<file path="config.mk">
export PLATFORM = sky130hd
export DESIGN_NAME = binary_to_decimal_ascii_flat
export DESIGN_NICKNAME = d
export VERILOG_FILES = /design/src/rtl/core/b2d_pkg.sv /design/src/rtl/core/b2d_if.sv /design/src/rtl/core/b2d_step.sv /design/src/rtl/core/b2d_dp.sv /design/src/rtl/core/b2d_ctrl.sv /design/src/rtl/core/binary_to_decimal_ascii.sv /design/src/flat_wrapper.sv
export SDC_FILE = /design/constraint.sdc
export NUM_CORES = 1
export LEC_CHECK = 0
export BUFFER_PORTS_ARGS = -buffer_cell sky130_fd_sc_hd__buf_4
export CAP_MARGIN = 20
export CORE_MARGIN = 2
export CORE_UTILIZATION = 35
export DETAILED_ROUTE_END_ITERATION = 10
export PLACE_DENSITY = 0.61
export SLEW_MARGIN = 15
export SYNTH_ARGS = -nofsm -noshare
export SYNTH_HDL_FRONTEND = slang
export SYNTH_SLANG_ARGS = --single-unit
</file>
<file path="constraint.sdc">
create_clock -name clock -period 3.7 [get_ports clock]
set_input_delay 1.11 -clock clock [delete_from_list [all_inputs] [get_ports clock]]
set_output_delay 1.11 -clock clock [all_outputs]
set_load 0.03 [all_outputs]
</file>
<file path="src/rtl/core/b2d_pkg.sv">
`timescale 1ns / 1ps

package b2d_pkg;

   localparam int VALUE_W    = 64;
   localparam int CHAR_W     = 6;
   localparam int DIGIT_W    = 4;
   localparam int DIGIT_SLOTS = 20;
   localparam int STEP_CNT_W = $clog2(VALUE_W);

   localparam logic [CHAR_W-1:0]     ASCII_ZERO = 6'd48;
   localparam logic [STEP_CNT_W-1:0] LAST_STEP  = STEP_CNT_W'(VALUE_W - 1);

   typedef logic [VALUE_W-1:0] value_type;
   typedef logic [CHAR_W-1:0]  char_type;
   typedef logic [DIGIT_W-1:0] digit_type;

   // sequencer commands to the datapath
   typedef struct packed {
      logic load;
      logic shift;
   } dp_ctrl_type;

   // datapath flags back to the sequencer
   typedef struct packed {
      logic wide;
      logic digit_zero;
   } dp_status_type;

endpackage

</file>
<file path="src/rtl/core/b2d_if.sv">
`timescale 1ns / 1ps

interface b2d_req_if;
   import b2d_pkg::*;

   logic      valid;
   logic      ready;
   value_type value;

   modport source (output valid, output value, input ready);
   modport sink (input valid, input value, output ready);
endinterface

interface b2d_rsp_if;
   import b2d_pkg::*;

   logic     valid;
   logic     ready;
   char_type digit_char;
   logic     last_digit;

   modport source (output valid, output digit_char, output last_digit, input ready);
   modport sink (input valid, input digit_char, input last_digit, output ready);
endinterface

</file>
<file path="src/rtl/core/b2d_step.sv">
`timescale 1ns / 1ps

module b2d_step #(
   parameter int DIGITS = 20
) (
   input  logic [DIGITS*b2d_pkg::DIGIT_W-1:0] bcd_i,
   input  logic                               msb_i,
   output logic [DIGITS*b2d_pkg::DIGIT_W-1:0] bcd_o,
   output logic                               spill_o
);
   import b2d_pkg::*;

   localparam int BCD_W = DIGITS * DIGIT_W;

   logic [BCD_W-1:0] adj;

   // add 3 to every digit of five or more, then shift one bit in
   always_comb begin
      for (int i = 0; i < DIGITS; i++) begin
         if (bcd_i[i*DIGIT_W +: DIGIT_W] >= 4'd5) begin
            adj[i*DIGIT_W +: DIGIT_W] = bcd_i[i*DIGIT_W +: DIGIT_W] + 4'd3;
         end else begin
            adj[i*DIGIT_W +: DIGIT_W] = bcd_i[i*DIGIT_W +: DIGIT_W];
         end
      end
   end

   assign bcd_o   = {adj[BCD_W-2:0], msb_i};
   assign spill_o = adj[BCD_W-1];

endmodule

</file>
<file path="src/rtl/core/b2d_dp.sv">
`timescale 1ns / 1ps

module b2d_dp #(
   parameter int DIGITS = 20,
   parameter int IDX_W  = 5
) (
   input  logic                   clock,
   input  logic                   reset,
   input  b2d_pkg::dp_ctrl_type   ctrl_i,
   input  b2d_pkg::value_type     value_i,
   input  logic [IDX_W-1:0]       idx_i,
   output b2d_pkg::dp_status_type status_o,
   output b2d_pkg::char_type      digit_char_o
);
   import b2d_pkg::*;

   localparam int BCD_W = DIGITS * DIGIT_W;

   value_type        bin_ff, bin_in;
   logic [BCD_W-1:0] bcd_ff, bcd_in;
   logic             wide_ff, wide_in;
   logic [BCD_W-1:0] bcd_step;
   logic             spill;
   digit_type        digit;

   b2d_step #(.DIGITS(DIGITS)) u_step (
      .bcd_i   (bcd_ff),
      .msb_i   (bin_ff[VALUE_W-1]),
      .bcd_o   (bcd_step),
      .spill_o (spill)
   );

   always_comb begin
      bin_in  = bin_ff;
      bcd_in  = bcd_ff;
      wide_in = wide_ff;
      if (ctrl_i.load) begin
         bin_in  = value_i;
         bcd_in  = '0;
         wide_in = 1'b0;
      end else if (ctrl_i.shift) begin
         bin_in  = {bin_ff[VALUE_W-2:0], 1'b0};
         bcd_in  = bcd_step;
         // any bit past the top digit means more digits than kept
         wide_in = wide_ff | spill;
      end
   end

   always_ff @(posedge clock) begin
      if (reset) begin
         wide_ff <= 1'b0;
      end else begin
         wide_ff <= wide_in;
      end
   end

   always_ff @(posedge clock) begin
      bin_ff <= bin_in;
      bcd_ff <= bcd_in;
   end

   assign digit                = bcd_ff[idx_i*DIGIT_W +: DIGIT_W];
   assign status_o.wide        = wide_ff;
   assign status_o.digit_zero  = (digit == '0);
   assign digit_char_o         = ASCII_ZERO + {{(CHAR_W-DIGIT_W){1'b0}}, digit};

endmodule

</file>
<file path="src/rtl/core/b2d_ctrl.sv">
`timescale 1ns / 1ps

module b2d_ctrl #(
   parameter int DIGITS = 20,
   parameter int IDX_W  = 5
) (
   input  logic                   clock,
   input  logic                   reset,
   input  logic                   req_valid,
   output logic                   req_ready,
   output logic                   rsp_valid,
   input  logic                   rsp_ready,
   output logic                   rsp_last,
   input  b2d_pkg::dp_status_type status_i,
   output b2d_pkg::dp_ctrl_type   ctrl_o,
   output logic [IDX_W-1:0]       idx_o
);
   import b2d_pkg::*;

   localparam logic [1:0] ST_IDLE = 2'd0;
   localparam logic [1:0] ST_CONV = 2'd1;
   localparam logic [1:0] ST_SCAN = 2'd2;
   localparam logic [1:0] ST_EMIT = 2'd3;

   localparam logic [IDX_W-1:0] TOP_IDX = IDX_W'(DIGITS - 1);

   logic [1:0]            state_ff, state_in;
   logic [STEP_CNT_W-1:0] cnt_ff, cnt_in;
   logic [IDX_W-1:0]      idx_ff, idx_in;

   always_comb begin
      state_in     = state_ff;
      cnt_in       = cnt_ff;
      idx_in       = idx_ff;
      req_ready    = 1'b0;
      rsp_valid    = 1'b0;
      ctrl_o.load  = 1'b0;
      ctrl_o.shift = 1'b0;
      case (state_ff)
         ST_IDLE: begin
            req_ready = 1'b1;
            if (req_valid) begin
               ctrl_o.load = 1'b1;
               cnt_in      = LAST_STEP;
               state_in    = ST_CONV;
            end
         end
         ST_CONV: begin
            ctrl_o.shift = 1'b1;
            if (cnt_ff == '0) begin
               idx_in   = TOP_IDX;
               state_in = ST_SCAN;
            end else begin
               cnt_in = cnt_ff - STEP_CNT_W'(1);
            end
         end
         ST_SCAN: begin
            // drop leading zeros unless the value overflows the kept digits
            if (!status_i.wide && idx_ff != '0 && status_i.digit_zero) begin
               idx_in = idx_ff - IDX_W'(1);
            end else begin
               state_in = ST_EMIT;
            end
         end
         ST_EMIT: begin
            rsp_valid = 1'b1;
            if (rsp_ready) begin
               if (idx_ff == '0) begin
                  state_in = ST_IDLE;
               end else begin
                  idx_in = idx_ff - IDX_W'(1);
               end
            end
         end
         default: begin
            state_in = ST_IDLE;
         end
      endcase
   end

   always_ff @(posedge clock) begin
      if (reset) begin
         state_ff <= ST_IDLE;
      end else begin
         state_ff <= state_in;
      end
   end

   always_ff @(posedge clock) begin
      cnt_ff <= cnt_in;
      idx_ff <= idx_in;
   end

   assign rsp_last = (idx_ff == '0);
   assign idx_o    = idx_ff;

endmodule

</file>
<file path="src/rtl/core/binary_to_decimal_ascii.sv">
`timescale 1ns / 1ps
// channel | dir | payload                  | transfer
// req     | in  | value[63:0]              | valid && ready
// rsp     | out | digit_char[5:0], last    | valid && ready
//
// one value is loaded, shifted through the shared adjust unit with one
// shift-add-3 step per value bit, scanned for leading zeros, then sent
// digit by digit, most significant first, while rsp is ready
// req_ready is high only when idle; a stalled rsp holds digit and index
// synchronous active-high reset returns the sequencer to idle

module binary_to_decimal_ascii #(
   parameter int MAX_DIGITS = 20
) (
   input logic        clock,
   input logic        reset,
   b2d_req_if.sink    req_chan,
   b2d_rsp_if.source  rsp_chan
);
   import b2d_pkg::*;

   localparam int DIGITS = (MAX_DIGITS > DIGIT_SLOTS) ? DIGIT_SLOTS :
                           ((MAX_DIGITS < 1) ? 1 : MAX_DIGITS);
   localparam int IDX_W  = (DIGITS > 1) ? $clog2(DIGITS) : 1;

   dp_ctrl_type      dp_ctrl;
   dp_status_type    dp_status;
   logic [IDX_W-1:0] idx;

   b2d_ctrl #(.DIGITS(DIGITS), .IDX_W(IDX_W)) u_ctrl (
      .clock     (clock),
      .reset     (reset),
      .req_valid (req_chan.valid),
      .req_ready (req_chan.ready),
      .rsp_valid (rsp_chan.valid),
      .rsp_ready (rsp_chan.ready),
      .rsp_last  (rsp_chan.last_digit),
      .status_i  (dp_status),
      .ctrl_o    (dp_ctrl),
      .idx_o     (idx)
   );

   b2d_dp #(.DIGITS(DIGITS), .IDX_W(IDX_W)) u_dp (
      .clock        (clock),
      .reset        (reset),
      .ctrl_i       (dp_ctrl),
      .value_i      (req_chan.value),
      .idx_i        (idx),
      .status_o     (dp_status),
      .digit_char_o (rsp_chan.digit_char)
   );

endmodule

</file>
<file path="src/flat_wrapper.sv">
// flat-port wrapper written by rule: the top's interface ports become plain ports
module binary_to_decimal_ascii_flat import b2d_pkg::*;
#(
   parameter int MAX_DIGITS = 20
)
  (clock, reset, req_chan_valid, req_chan_value, req_chan_ready, rsp_chan_valid, rsp_chan_digit_char, rsp_chan_last_digit, rsp_chan_ready);
  b2d_req_if req_chan_i ();
  b2d_rsp_if rsp_chan_i ();
  input logic clock;
  input logic reset;
  input wire logic [$bits(req_chan_i.valid)-1:0] req_chan_valid;
  input wire logic [$bits(req_chan_i.value)-1:0] req_chan_value;
  output wire logic [$bits(req_chan_i.ready)-1:0] req_chan_ready;
  output wire logic [$bits(rsp_chan_i.valid)-1:0] rsp_chan_valid;
  output wire logic [$bits(rsp_chan_i.digit_char)-1:0] rsp_chan_digit_char;
  output wire logic [$bits(rsp_chan_i.last_digit)-1:0] rsp_chan_last_digit;
  input wire logic [$bits(rsp_chan_i.ready)-1:0] rsp_chan_ready;
  assign req_chan_i.valid = req_chan_valid;
  assign req_chan_i.value = req_chan_value;
  assign req_chan_ready = req_chan_i.ready;
  assign rsp_chan_valid = rsp_chan_i.valid;
  assign rsp_chan_digit_char = rsp_chan_i.digit_char;
  assign rsp_chan_last_digit = rsp_chan_i.last_digit;
  assign rsp_chan_i.ready = rsp_chan_ready;
  binary_to_decimal_ascii #(.MAX_DIGITS(MAX_DIGITS)) u_core (.clock(clock), .reset(reset), .req_chan(req_chan_i), .rsp_chan(rsp_chan_i));
endmodule
</file>
# After elaboration in Yosys (flattened, before gate mapping)
# Index checks and enable logic that the tools add are counted.
totals:
  input_bits: 68
  wordCells: 118
  output_inout_bits: 9
  ff_bits: 158
classes:
  addsub: 23
  bitwise_logic: 1
  n_mux: 41
  magnitude_cmp: 20
  n_eq_ne: 11
  n_reduce_logical: 15
  shifts: 1
op_table:
  columns: ["cell", "n"]
  rows:
  - ["$mux 64", 2]
  - ["$add 4x2->4 const B", 20]
  - ["$ge 4x3->1 const B", 20]
  - ["$mux 4", 20]
  - ["$shiftx 80x8->4", 1]
  - ["$mux 5", 4]
  - ["$ne 2x2->1 const B", 8]
  - ["$pmux 5 s3", 1]
  - ["$mux 6", 2]
  - ["$pmux 6 s2", 1]
  - ["$mux 2", 5]
  - ["$reduce_and 5->1", 2]
  - ["$pmux 2 s4", 1]
  - ["$add 5x5->6 const A", 1]
  - ["$logic_not 6->1", 1]
  - ["$sub 6x1->6 const B", 1]
  - ["$logic_not 5->1", 1]
  - ["$mux 1", 5]
  - ["$reduce_bool 5->1", 1]
  - ["$sub 5x1->5 const B", 1]
  - ["$eq 2x2->1 const B", 2]
  - ["$logic_not 4->1", 1]
  - ["$reduce_bool 2->1", 2]
  - ["$reduce_and 3->1", 1]
  - ["7 further kinds", 8]

# Depth between registers and ports, before layout
# Gate-level depths: netlist of run 1.
logic_depth:
  word_depth: 5
  mapped_depth: 10
  depth_no_buf: 8

# By module
# Synthesis of run 1 repeated with hierarchy kept, for this count alone.
hier_totals:
  hier_cells: 892
  hier_area_um2: 9105.0
modules_own_cells:
  columns: ["module", "seq_area_each_um2", "n_inst", "cells_per_inst", "area_each_um2"]
  rows:
  - ["b2d_dp", 3543.4, 1, 494, 6279.8]
  - ["b2d_step", 0.0, 1, 321, 2034.5]
  - ["b2d_ctrl", 370.4, 1, 77, 790.8]

# Worst setup path before layout of run 1
# No wires, ideal clock.
synth_timing:
  path_kind: "input-to-reg"
  start: "input req_chan_valid"
  end: "register u_core.u_dp.bin_ff[0], enable pin"
  setup_ps: 688
  path_slack_ps: 309
  path_buffers: 1
  required_time_ps: 3012
  arrival_time_ps: 2703
  cell_stages: 3
  cell_sequence: "nand2_1 > clkbuf_1 > nand2_1"
synth_via:
  elab_chain_len: 3
synth_lines:
  columns: ["element", "line_no", "rtl"]
  rows:
  - ["start: declaration", "flat_wrapper.sv:11", "input wire logic [$bits(req_chan_i.valid)-1:0] req_chan_valid;"]
  - ["$mux 1", "b2d_ctrl.sv:42", "if (req_valid) begin"]
  - ["$mux 1", "b2d_ctrl.sv:39", "case (state_ff)"]
  - ["$reduce_bool 2->1 (no source line)", null, null]
  - ["end signal: assignment", "b2d_dp.sv:58", "bin_ff <= bin_in;"]
  - ["end: declaration", "b2d_dp.sv:19", "value_type bin_ff, bin_in;"]
# No other way between the ends.
# A chain may end at the register's enable or synchronous reset.

# Final worst setup path of run 1
layout_timing:
  start: "register u_core.u_ctrl.idx_ff[1], in the netlist u_core.u_ctrl.idx_o[1]"
  end: "output rsp_chan_digit_char[1]"
layout_via:
  elab_chain_len: 2
layout_lines:
  columns: ["element", "line_no", "rtl"]
  rows:
  - ["start: declaration", "b2d_ctrl.sv:29", "logic [IDX_W-1:0] idx_ff, idx_in;"]
  - ["start signal: assignment", "b2d_ctrl.sv:91", "idx_ff <= idx_in;"]
  - ["$shiftx 80x8->4", "b2d_dp.sv:62", "assign digit = bcd_ff[idx_i*DIGIT_W +: DIGIT_W];"]
  - ["$add 5x5->6", "b2d_dp.sv:65", "assign digit_char_o = ASCII_ZERO + {{(CHAR_W-DIGIT_W){1'b0}}, digit};"]
  - ["end: declaration", "flat_wrapper.sv:15", "output wire logic [$bits(rsp_chan_i.digit_char)-1:0] rsp_chan_digit_char;"]
# No other way between the ends.

==> flow_metrics.py, run 1 <==
metrics = {
    "global_routing": {
        "track_usage_pct": 15.5,
        "first_global_vias": 6588,
        "grt_max_degree": 68,
        "overflow": 0,
        "antenna_found_initial": 0,
        "grt_pass1_wl_um": 32800,
    },
    "clock_tree": {
        "clkSinkCount": 158,
        "clock-root-buffer": "clkbuf_16",
        "htreeDepth": 4,
        "hold_buffers": 0,
        "cts_buffers": 17,
        "post_cts_resized": 0,
        "cts_setup_buffers": 0,
        "clk_latency_ps": 430,
        "cts_tree": "done",
        "cts.path.max_buffers": 2,
        "path_clk_slew_ps": 70,
    },
    "power_and_ir_drop": {
        "power_switching_share_pct": 36.2,
        "p_per_area_mw_per_mm2": 623,
        "seq_power_share_pct": 42.9,
        "p_switching_w": 0.00227,
        "peakVddDrop_mv": 0.558,
        "p_int_w": 0.00400,
        "clkPwrFrac_pct": 26.0,
        "comb_power_share_pct": 31.0,
        "leakagePower_nw": 4.12,
    },
    "detailed_routing": {
        "wl_um": 19300,
        "wire_per_inst_um": 13.8,
        "vias": 6778,
        "drt_iter0_drc": 408,
        "ant_nets": 0,
        "viasPerCell": 4.85,
        "drc_errors": 0,
        "drt-pass1-iter-count": 5,
    },
    "flow_run": {
        "drv_cap": 0,
    },
    "synth": {
        "synthCells": 1008,
        "yosys_warnings": 0,
        "synthTopCellsByArea": "edfxtp_1 (26%), dfxtp_1 (19%), nand2_1 (11%)",
        "synth.most_common_cell": "nand2_1",
        "yosysSeqAreaShare_pct": 45.2,
        "synth_edf_count": 75,
        "synth.ff_latch_count": 158,
        "synth_common_cells": "nand2_1 (249), nor2_1 (93), a21oi_1 (85), dfxtp_1 (83), edfxtp_1 (75)",
        "syn-cell-area_mm2": 0.00865,
        "synth.top_cell.area_share_pct": 26.0,
        "syn-mean-instance-area_um2": 8.58,
        "ys.flop_type": "dfxtp_1",
        "synth_top_area_cell": "edfxtp_1",
        "async_reset_ff_share_pct": 0,
        "ys_types": 39,
    },
    "place": {
        "dp_cells": 1365,
        "io_buffers": 74,
        "dpl.hpwl_um": 13000,
        "gp_congestion": 0.783,
    },
    "sta": {
        "hold_viol": 0,
        "tightest_slew_ps": 801,
        "finalSetupTns_ps": 0,
        "whs_ps": 504,
        "rsz0062_at_grt": "false",
        "slew_viol_final": 0,
        "setup_viol": 0,
        "period_share_pct": 90.1,
        "timing.fmax_mhz": 300,
        "finalCriticalPeriod_ps": 3330,
        "max-slew-margin-rel_pct": 46.6,
        "fin_worst_skew_ps": 9.84,
    },
    "critical_path": {
        "critPathKind": "reg2out",
        "end_kind": "output port",
        "path_cells": "nor2b_1 -> a22oi_1 -> a31oi_1 -> nand2_1 -> buf_4",
        "crit_slowest_cell": "edfxtp_1",
        "crit_family": "simple AND/OR/NAND/NOR gates",
        "worstPathRequired_ps": 2590,
        "slowest_delay_ps": 570,
        "arrival_ps": 2220,
        "cp_num_buf_inv": 1,
        "startpoint_type": "register",
        "cp_max_fo": 10,
    },
    "cells_and_area": {
        "drive_above_1_share_pct": 11.7,
        "fillCellCount": 2458,
        "multiInputGateArea_mm2": 0.00435,
        "nNetsFinal": 1176,
        "seqCellArea_mm2": 0.00391,
        "diodes": 0,
        "syn2layout_area_growth_pct": 16.2,
        "final_cells": 1397,
    },
    "floorplanning": {
        "die_w_um": 161,
        "die_h_um": 161,
        "initial_utilization_pct": 35.6,
        "ios": 77,
        "core_mm2": 0.0243,
        "die_area_mm2": 0.0260,
        "rows": 57,
    },
    "run_status": {
        "status": "complete, no violations",
    },
    "hold_path": {
        "holdCritPathClass": "reg2reg",
    },
}
-- area by class of cell --
cell class	instances	share of cell area (%)
multi-input combinational	752	43.2
sequential	158	38.9
timing repair buffer	82	6.62
clock buffer	17	4.23
tap	324	4.03
inverter	49	1.83
clock inverter	15	1.13
-- registers in the layout, indices dropped and copies added, names as in the netlist --
name                    count
u_core.u_dp.bin_ff         64
u_core.u_ctrl.cnt_ff        6
u_core.u_ctrl.idx_o         5
u_core.u_dp.wide_ff         1
u_core.u_ctrl.state_ff      2
u_core.u_dp.bcd_ff         80
-- routing by layer --
layer  up-vias  wire (um)  GRT usage, %
li1       3480          -             -
met1      3125       9380          21.4
met2       152       8670          23.9
met3        21       1020          4.08
met4         0        267          4.46
met5         -          0             0
-- through the flow --
stage               instance area, um^2  power, W  setup WS (ps)  util, %
floorplan                          8660   0.00414            309        -
global placement                   9520   0.00465            761     39.1
detailed placement                 9520   0.00470            717     39.1
CTS                               10100   0.00635            341     41.4
global route                      10100   0.00670            131     41.4
finish                            10100   0.00627            365     41.4
-- worst paths after layout --
check / start / slack (ps) / cells past startpoint / endpoint
setup / recovery: u_core.u_ctrl.idx_o[1] / 370 / 5 / rsp_chan_digit_char[1]
hold / removal: u_core.u_dp.bcd_ff[31] / 500 / 2 / u_core.u_dp.bcd_ff[31]
setup reg to reg: u_core.u_ctrl.idx_o[1] / 690 / 6 / u_core.u_ctrl.idx_o[4]
hold reg to reg: u_core.u_dp.bcd_ff[31] / 500 / 2 / u_core.u_dp.bcd_ff[31]
-- power groups by stage --
stage | registers, W | clock network, W | logic [W]
3_5_place_dp | 0.00273 | 0 | 0.00197
6_report | 0.00269 | 0.00163 | 0.00195
4_1_cts | 0.00269 | 0.00168 | 0.00198
3_3_place_gp | 0.00271 | 0 | 0.00195
2_1_floorplan | 0.00267 | 0 | 0.00147
5_1_grt | 0.00274 | 0.00175 | 0.00221
-- layout by cell type, fill, tap and decap left out, types with 3 or more instances in the layout --
| cell type | count |
|---|---|
| nor3_1 | 23 |
| buf_4 | 78 |
| edfxtp_1 | 75 |
| nor2_1 | 93 |
| clkbuf_16 | 17 |
| ha_1 | 47 |
| mux4_2 | 4 |
| a22oi_1 | 11 |
| buf_12 | 4 |
| a21oi_1 | 85 |
| xnor2_1 | 24 |
| inv_6 | 4 |
| nand3_1 | 27 |
| inv_1 | 48 |
| nand2_1 | 247 |
| and2_1 | 4 |
| xor2_1 | 22 |
| o21ai_0 | 64 |
| mux2i_1 | 52 |
| clkinv_4 | 4 |
| nand2b_1 | 23 |
| dfxtp_1 | 83 |
| nor2b_1 | 3 |
-- logic make-up (layout without fill, tap and decap cells) --
group                      Yosys count  count (layout)  synth area share [%]
DFF                                158             158                  45.2
other                                1               2                0.0433
and+or+nand+nor                    428             428                  20.4
muxes                               56              56                  7.06
xor gates and xnor gates            46              46                  4.66
adders and majority gates           48              48                  6.94
AOI/OAI and AO/OA                  172             172                  11.0
buffers and inverters               99             163                  4.66
-- worst min-delay path, delay by kind of cell (launching register included) --
family	cells	cell delay (ps)
flip-flops	1	340
AND/OR/NAND/NOR	1	70
AO/OA/AOI/OAI	1	50
(Power assumes the default switching activity.)
==> run 2, diff against run 1 <==
ABC_AREA = 1   (was not set)
SLEW_MARGIN = 20   (was 15)
==> flow_metrics.py, run 2 <==
metrics = {
    "global_routing": {
        "grt_max_degree": 56,
        "first_global_vias": 7124,
        "grt_pass1_wl_um": 34800,
        "track_usage_pct": 16.2,
        "overflow": 0,
        "antenna_found_initial": 0,
    },
    "detailed_routing": {
        "drt_iter0_drc": 659,
        "drc_errors": 0,
        "wl_um": 21000,
        "wire_per_inst_um": 13.9,
        "drt-pass1-iter-count": 5,
        "ant_nets": 0,
        "viasPerCell": 4.93,
        "vias": 7434,
    },
    "hold_path": {
        "hold_depth": 2,
        "holdCritPathClass": "reg2reg",
        "hold_end": "u_core.u_dp.bcd_ff[43]",
        "worstHoldStart": "u_core.u_dp.bcd_ff[43]",
    },
    "synth": {
        "synthTopCellsByArea": "edfxtp_1 (26%), dfxtp_1 (19%), nand2_1 (13%)",
        "ys_types": 42,
        "async_reset_ff_share_pct": 0,
        "synth.most_common_cell": "nand2_1",
        "yosys_warnings": 0,
        "synthCells": 1108,
        "syn-mean-instance-area_um2": 7.95,
        "ys.flop_type": "dfxtp_1",
        "yosysSeqAreaShare_pct": 44.4,
        "synth.top_cell.area_share_pct": 25.6,
        "synth_common_cells": "nand2_1 (313), inv_1 (133), dfxtp_1 (83), o21ai_0 (77), edfxtp_1 (75)",
        "synth.ff_latch_count": 158,
        "synth_top_area_cell": "edfxtp_1",
        "syn-cell-area_mm2": 0.00881,
        "synth_edf_count": 75,
    },
    "critical_path": {
        "worstSetupStartpoint": "u_core.u_ctrl.idx_o[0]",
        "slowest_delay_ps": 440,
        "startpoint_type": "register",
        "cp_max_fo": 51,
        "cp_common_cell": "nand2_1",
        "r2r-start": "u_core.u_ctrl.idx_o[0]",
        "worstPathRequired_ps": 2590,
        "end_kind": "output port",
        "r2r_end": "u_core.u_ctrl.idx_o[4]",
        "ff2ff_path_depth": 9,
        "critPathKind": "reg2out",
        "reg2reg_slack_ps": 840,
        "path_cells": "buf_4 -> inv_8 -> nand2_1 -> nand3_1 -> nand2_1 -> nand2_1 -> nand2_1 -> inv_1 -> nand2_1 -> nand2_1 -> nand2_1 -> buf_4",
        "arrival_ps": 2220,
        "crit_slowest_cell": "buf_4",
    },
    "cells_and_area": {
        "layout_commonest_cell": "nand2_1",
        "final_cell_mix": "nand2_1 (310), inv_1 (133), buf_4 (86), dfxtp_1 (83), o21ai_0 (77)",
        "drive_above_1_share_pct": 14.2,
        "top_regs": "u_core.u_dp.bcd_ff: 80 flops, u_core.u_dp.bin_ff: 64 flops, u_core.u_ctrl.cnt_ff: 6 flops",
        "design_area_mm2": 0.0102,
        "largest_reg_flops": 80,
        "nNetsFinal": 1280,
        "syn2layout_area_growth_pct": 16.1,
        "diodes": 0,
        "regMostFlops": "u_core.u_dp.bcd_ff",
    },
    "clock_tree": {
        "cts_tree": "done",
        "cts_setup_buffers": 0,
        "htreeDepth": 4,
        "clk_latency_ps": 440,
        "path_clk_slew_ps": 70,
        "cts.path.max_buffers": 2,
        "post_cts_resized": 0,
        "cts_buffers": 17,
        "hold_buffers": 0,
        "clock-root-buffer": "clkbuf_16",
        "clkSinkCount": 158,
    },
    "sta": {
        "fin_worst_skew_ps": 11.3,
        "period_share_pct": 89.9,
        "tightest_slew_ps": 734,
        "max-slew-margin-rel_pct": 50.8,
        "timing.fmax_mhz": 301,
        "setup_viol": 0,
        "slew_viol_final": 0,
        "finalCriticalPeriod_ps": 3330,
        "finalSetupTns_ps": 0,
        "hold_viol": 0,
        "setup_ws_ps": 374,
        "rsz0062_at_grt": "false",
    },
    "place": {
        "dpl.hpwl_um": 14400,
        "placed_area_mm2": 0.00963,
        "gp_congestion": 0.847,
        "io_buffers": 74,
        "dpl_worst_slack_ps": 833,
    },
    "power_and_ir_drop": {
        "power_switching_share_pct": 38.0,
        "comb_power_share_pct": 32.7,
        "peakVddDrop_mv": 0.333,
        "p_switching_w": 0.00247,
        "clkPwrFrac_pct": 27.1,
        "fin_total_pwr_w": 0.00651,
        "seq_power_share_pct": 40.3,
        "leakagePower_nw": 4.57,
        "p_per_area_mw_per_mm2": 637,
        "p_int_w": 0.00404,
    },
    "floorplanning": {
        "die_w_um": 163,
        "rows": 58,
        "die_h_um": 163,
        "initial_utilization_pct": 35.3,
        "core_mm2": 0.0250,
        "die_area_mm2": 0.0264,
        "ios": 77,
    },
    "flow_run": {
        "drv_cap": 0,
    },
    "run_status": {
        "status": "complete, no violations",
    },
}
-- run 2: cell count changes after synthesis, sizes merged, moves of 22 or more --
cell and delta:
a21oi -30, nand2b -23, mux2i -52, nand2 +68, o32ai +32, or2 +23, o21ai +22, inv +88
nor2 -33, nor3 -22, nand3 +42
-- run 2: power by group through the flow --
stage	combinational, W	sequential [W]	clock, W
2_1_floorplan	0.00160	0.00263	0
3_3_place_gp	0.00212	0.00265	0
3_5_place_dp	0.00214	0.00266	0
4_1_cts	0.00215	0.00263	0.00180
5_1_grt	0.00240	0.00267	0.00187
6_report	0.00213	0.00262	0.00176
-- run 2: logic make-up (layout without fill, tap and decap cells) --
group	Yosys count	after routing	share of synthesized area [%]
compound gates	222	222	15.4
xor+xnor	14	14	1.39
fa+ha+maj	48	48	6.82
buf+inv	190	258	9.29
flops	158	158	44.4
other cells	1	2	0.0426
simple gates	475	475	22.6
-- run 2: final cells by class --
cell class / count / area, um^2
Inverter: 138 / 526
Multi-Input combinational cell: 761 / 4100
Tap cell: 330 / 413
Clock buffer: 18 / 429
Sequential cell: 158 / 3910
Fill cell: 2544 / 14700
Timing Repair Buffer: 88 / 686
Clock inverter: 14 / 160
-- run 2: stage by stage --
stage               utilization, %  instances  hold WS, ps
floorplan                        -       1109          450
global placement              38.6       1475          492
detailed placement            38.6       1475          497
CTS                           41.0       1507          508
global route                  41.0       1507          526
finish                        41.0       1507          509
-- run 2: layer usage --
metal	GRT usage [%]	vias up	share of wire (%)
li1	-	3790	-
met1	23.2	3426	50
met2	25.2	198	44
met3	3.34	20	5.4
met4	3.62	0	0.88
met5	0	-	0
-- run 2: worst max-delay path, delay by kind of cell (launching register included) --
family	cells	cell delay [ps]
and+or+nand+nor	8	630
buffers and inverters	4	840
DFF	1	320
-- run 2: worst max path at each step --
stage                             end  slack, ps  cells after the start
4_1_cts        rsp_chan_digit_char[0]        360                     12
5_1_grt        rsp_chan_digit_char[1]        190                     12
2_1_floorplan   u_core.u_dp.bin_ff[0]        100                      3
6_report       rsp_chan_digit_char[0]        370                     12
3_5_place_dp   rsp_chan_digit_char[0]        830                     12
3_3_place_gp   rsp_chan_digit_char[0]        860                     12
==> run 3, diff against run 2 <==
--- a/constraint.sdc
+++ b/constraint.sdc
@@ -3,2 +3,2 @@
 set_output_delay 1.11 -clock clock [all_outputs]
-set_load 0.03 [all_outputs]
+set_load 0.02 [all_outputs]
==> flow_metrics.py, run 3 (synthesis gave the netlist of run 2 again) <==
metrics = {
    "detailed_routing": {
        "drt-pass1-iter-count": 5,
        "drt_iter0_drc": 549,
        "wire_per_inst_um": 13.9,
        "vias": 7403,
        "wl_met3_um": 1250,
        "met1_length_um": 10500,
        "wl_um": 20900,
        "drc_errors": 0,
        "viasPerCell": 4.91,
        "wl_met2_um": 8830,
        "maxUsedRoutingLayer": "met4",
        "ant_nets": 0,
    },
    "cells_and_area": {
        "multiInputGateArea_mm2": 0.00410,
        "seqCellArea_mm2": 0.00391,
        "diodes": 0,
        "layout_commonest_cell": "nand2_1",
        "fillCellCount": 2542,
        "syn2layout_area_growth_pct": 16.5,
        "final_cell_mix": "nand2_1 (310), inv_1 (133), buf_4 (87), dfxtp_1 (83), o21ai_0 (77)",
        "regMostFlops": "u_core.u_dp.bcd_ff",
        "drive_above_1_share_pct": 14.4,
        "nNetsFinal": 1282,
        "final_cells": 1509,
        "top_regs": "u_core.u_dp.bcd_ff: 80 flops, u_core.u_dp.bin_ff: 64 flops, u_core.u_ctrl.cnt_ff: 6 flops",
        "largest_reg_flops": 80,
    },
    "clock_tree": {
        "cts_setup_buffers": 0,
        "hold_buffers": 0,
        "post_cts_resized": 0,
        "cts.path.max_buffers": 2,
        "clk_latency_ps": 440,
        "path_clk_slew_ps": 70,
        "cts_buffers": 17,
        "cts_tree": "done",
        "clkSinkCount": 158,
        "htreeDepth": 4,
        "clock-root-buffer": "clkbuf_16",
    },
    "global_routing": {
        "overflow": 0,
        "track_usage_pct": 16.2,
        "grt_pass1_wl_um": 34500,
        "grt_max_degree": 60,
        "antenna_found_initial": 0,
        "first_global_vias": 6927,
    },
    "flow_run": {
        "drv_cap": 0,
    },
    "power_and_ir_drop": {
        "leakagePower_nw": 4.59,
        "peakVddDrop_mv": 0.454,
        "p_per_area_mw_per_mm2": 638,
    },
    "floorplanning": {
        "rows": 58,
        "die_h_um": 163,
        "ios": 77,
        "die_area_mm2": 0.0264,
        "die_w_um": 163,
        "core_mm2": 0.0250,
        "initial_utilization_pct": 35.3,
    },
    "critical_path": {
        "end_kind": "output port",
        "worstPathRequired_ps": 2590,
        "arrival_ps": 2300,
        "crit_slowest_cell": "edfxtp_1",
        "cp_common_cell": "nand2_1",
        "critPathKind": "reg2out",
        "startpoint_type": "register",
        "cp_max_fo": 16,
        "path_cells": "buf_4 -> nand2_1 -> nand3_1 -> nand2_1 -> nand2_1 -> nand2_1 -> clkinv_1 -> nand2_2 -> a21oi_4 -> inv_1 -> buf_4",
        "slowest_delay_ps": 820,
    },
    "sta": {
        "period_share_pct": 92.2,
        "rsz0062_at_grt": "false",
        "finalCriticalPeriod_ps": 3410,
        "fin_worst_skew_ps": 13.9,
        "finalSetupTns_ps": 0,
        "setup_ws_ps": 287,
        "slew_viol_final": 0,
        "timing.fmax_mhz": 293,
        "max-slew-margin-rel_pct": 50.0,
        "setup_viol": 0,
        "tightest_slew_ps": 745,
        "hold_viol": 0,
    },
    "place": {
        "gp_congestion": 0.844,
        "io_buffers": 74,
        "dpl.hpwl_um": 14200,
        "dpl_worst_slack_ps": 745,
        "dp_cells": 1477,
    },
    "run_status": {
        "status": "complete, no violations",
    },
    "hold_path": {
        "holdCritPathClass": "reg2reg",
    },
}
==> run 3: power by group <==
group | internal [W] | leakage [nW] | switching [W]
Combinational | 0.000672 | 2.91 | 0.00144
Clock | 0.000931 | 0.297 | 0.000856
Sequential | 0.00248 | 1.38 | 0.000179
==> run 3: worst max-delay path: cells and delay by family, from the launching register on <==
family,cells,cell delay (ps)
and+or+nand+nor,6,390
DFF,1,820
AOI/OAI and AO/OA,1,150
buffers and inverters,4,530
==> run 3: path summary, 6_finish.rpt <==
check                          from                endpoint  slack (ps)  cells after the start
max          u_core.u_ctrl.idx_o[0]  rsp_chan_digit_char[1]         290                     11
min          u_core.u_dp.bcd_ff[31]  u_core.u_dp.bcd_ff[31]         500                      2
max reg2reg  u_core.u_ctrl.idx_o[0]  u_core.u_ctrl.idx_o[0]         740                      8
min reg2reg  u_core.u_dp.bcd_ff[31]  u_core.u_dp.bcd_ff[31]         500                      2
==> run 3: final cells by class <==
cell class,instances,share of cell area (%)
Inverter,138,5.12
Timing Repair Buffer,90,6.95
Tap cell,330,4.02
Sequential cell,158,38.1
Clock inverter,14,1.58
Clock buffer,18,4.28
Multi-Input combinational cell,761,39.9
==> run 3: metal layers <==
layer / vias up / GRT usage (%)
li1: 3803 / -
met1: 3393 / 23.5
met2: 182 / 24.1
met3: 25 / 3.51
met4: 0 / 5.03
met5: - / 0
==> run 3: through the flow <==
step	util, %	area [um^2]	hold WS (ps)	power [W]
4_1_cts	41.1	10300	506	0.00661
6_report	41.1	10300	503	0.00655
3_5_place_dp	38.7	9660	496	0.00480
5_1_grt	41.1	10300	524	0.00697
2_1_floorplan	-	8820	450	0.00421
3_3_place_gp	38.7	9660	489	0.00478
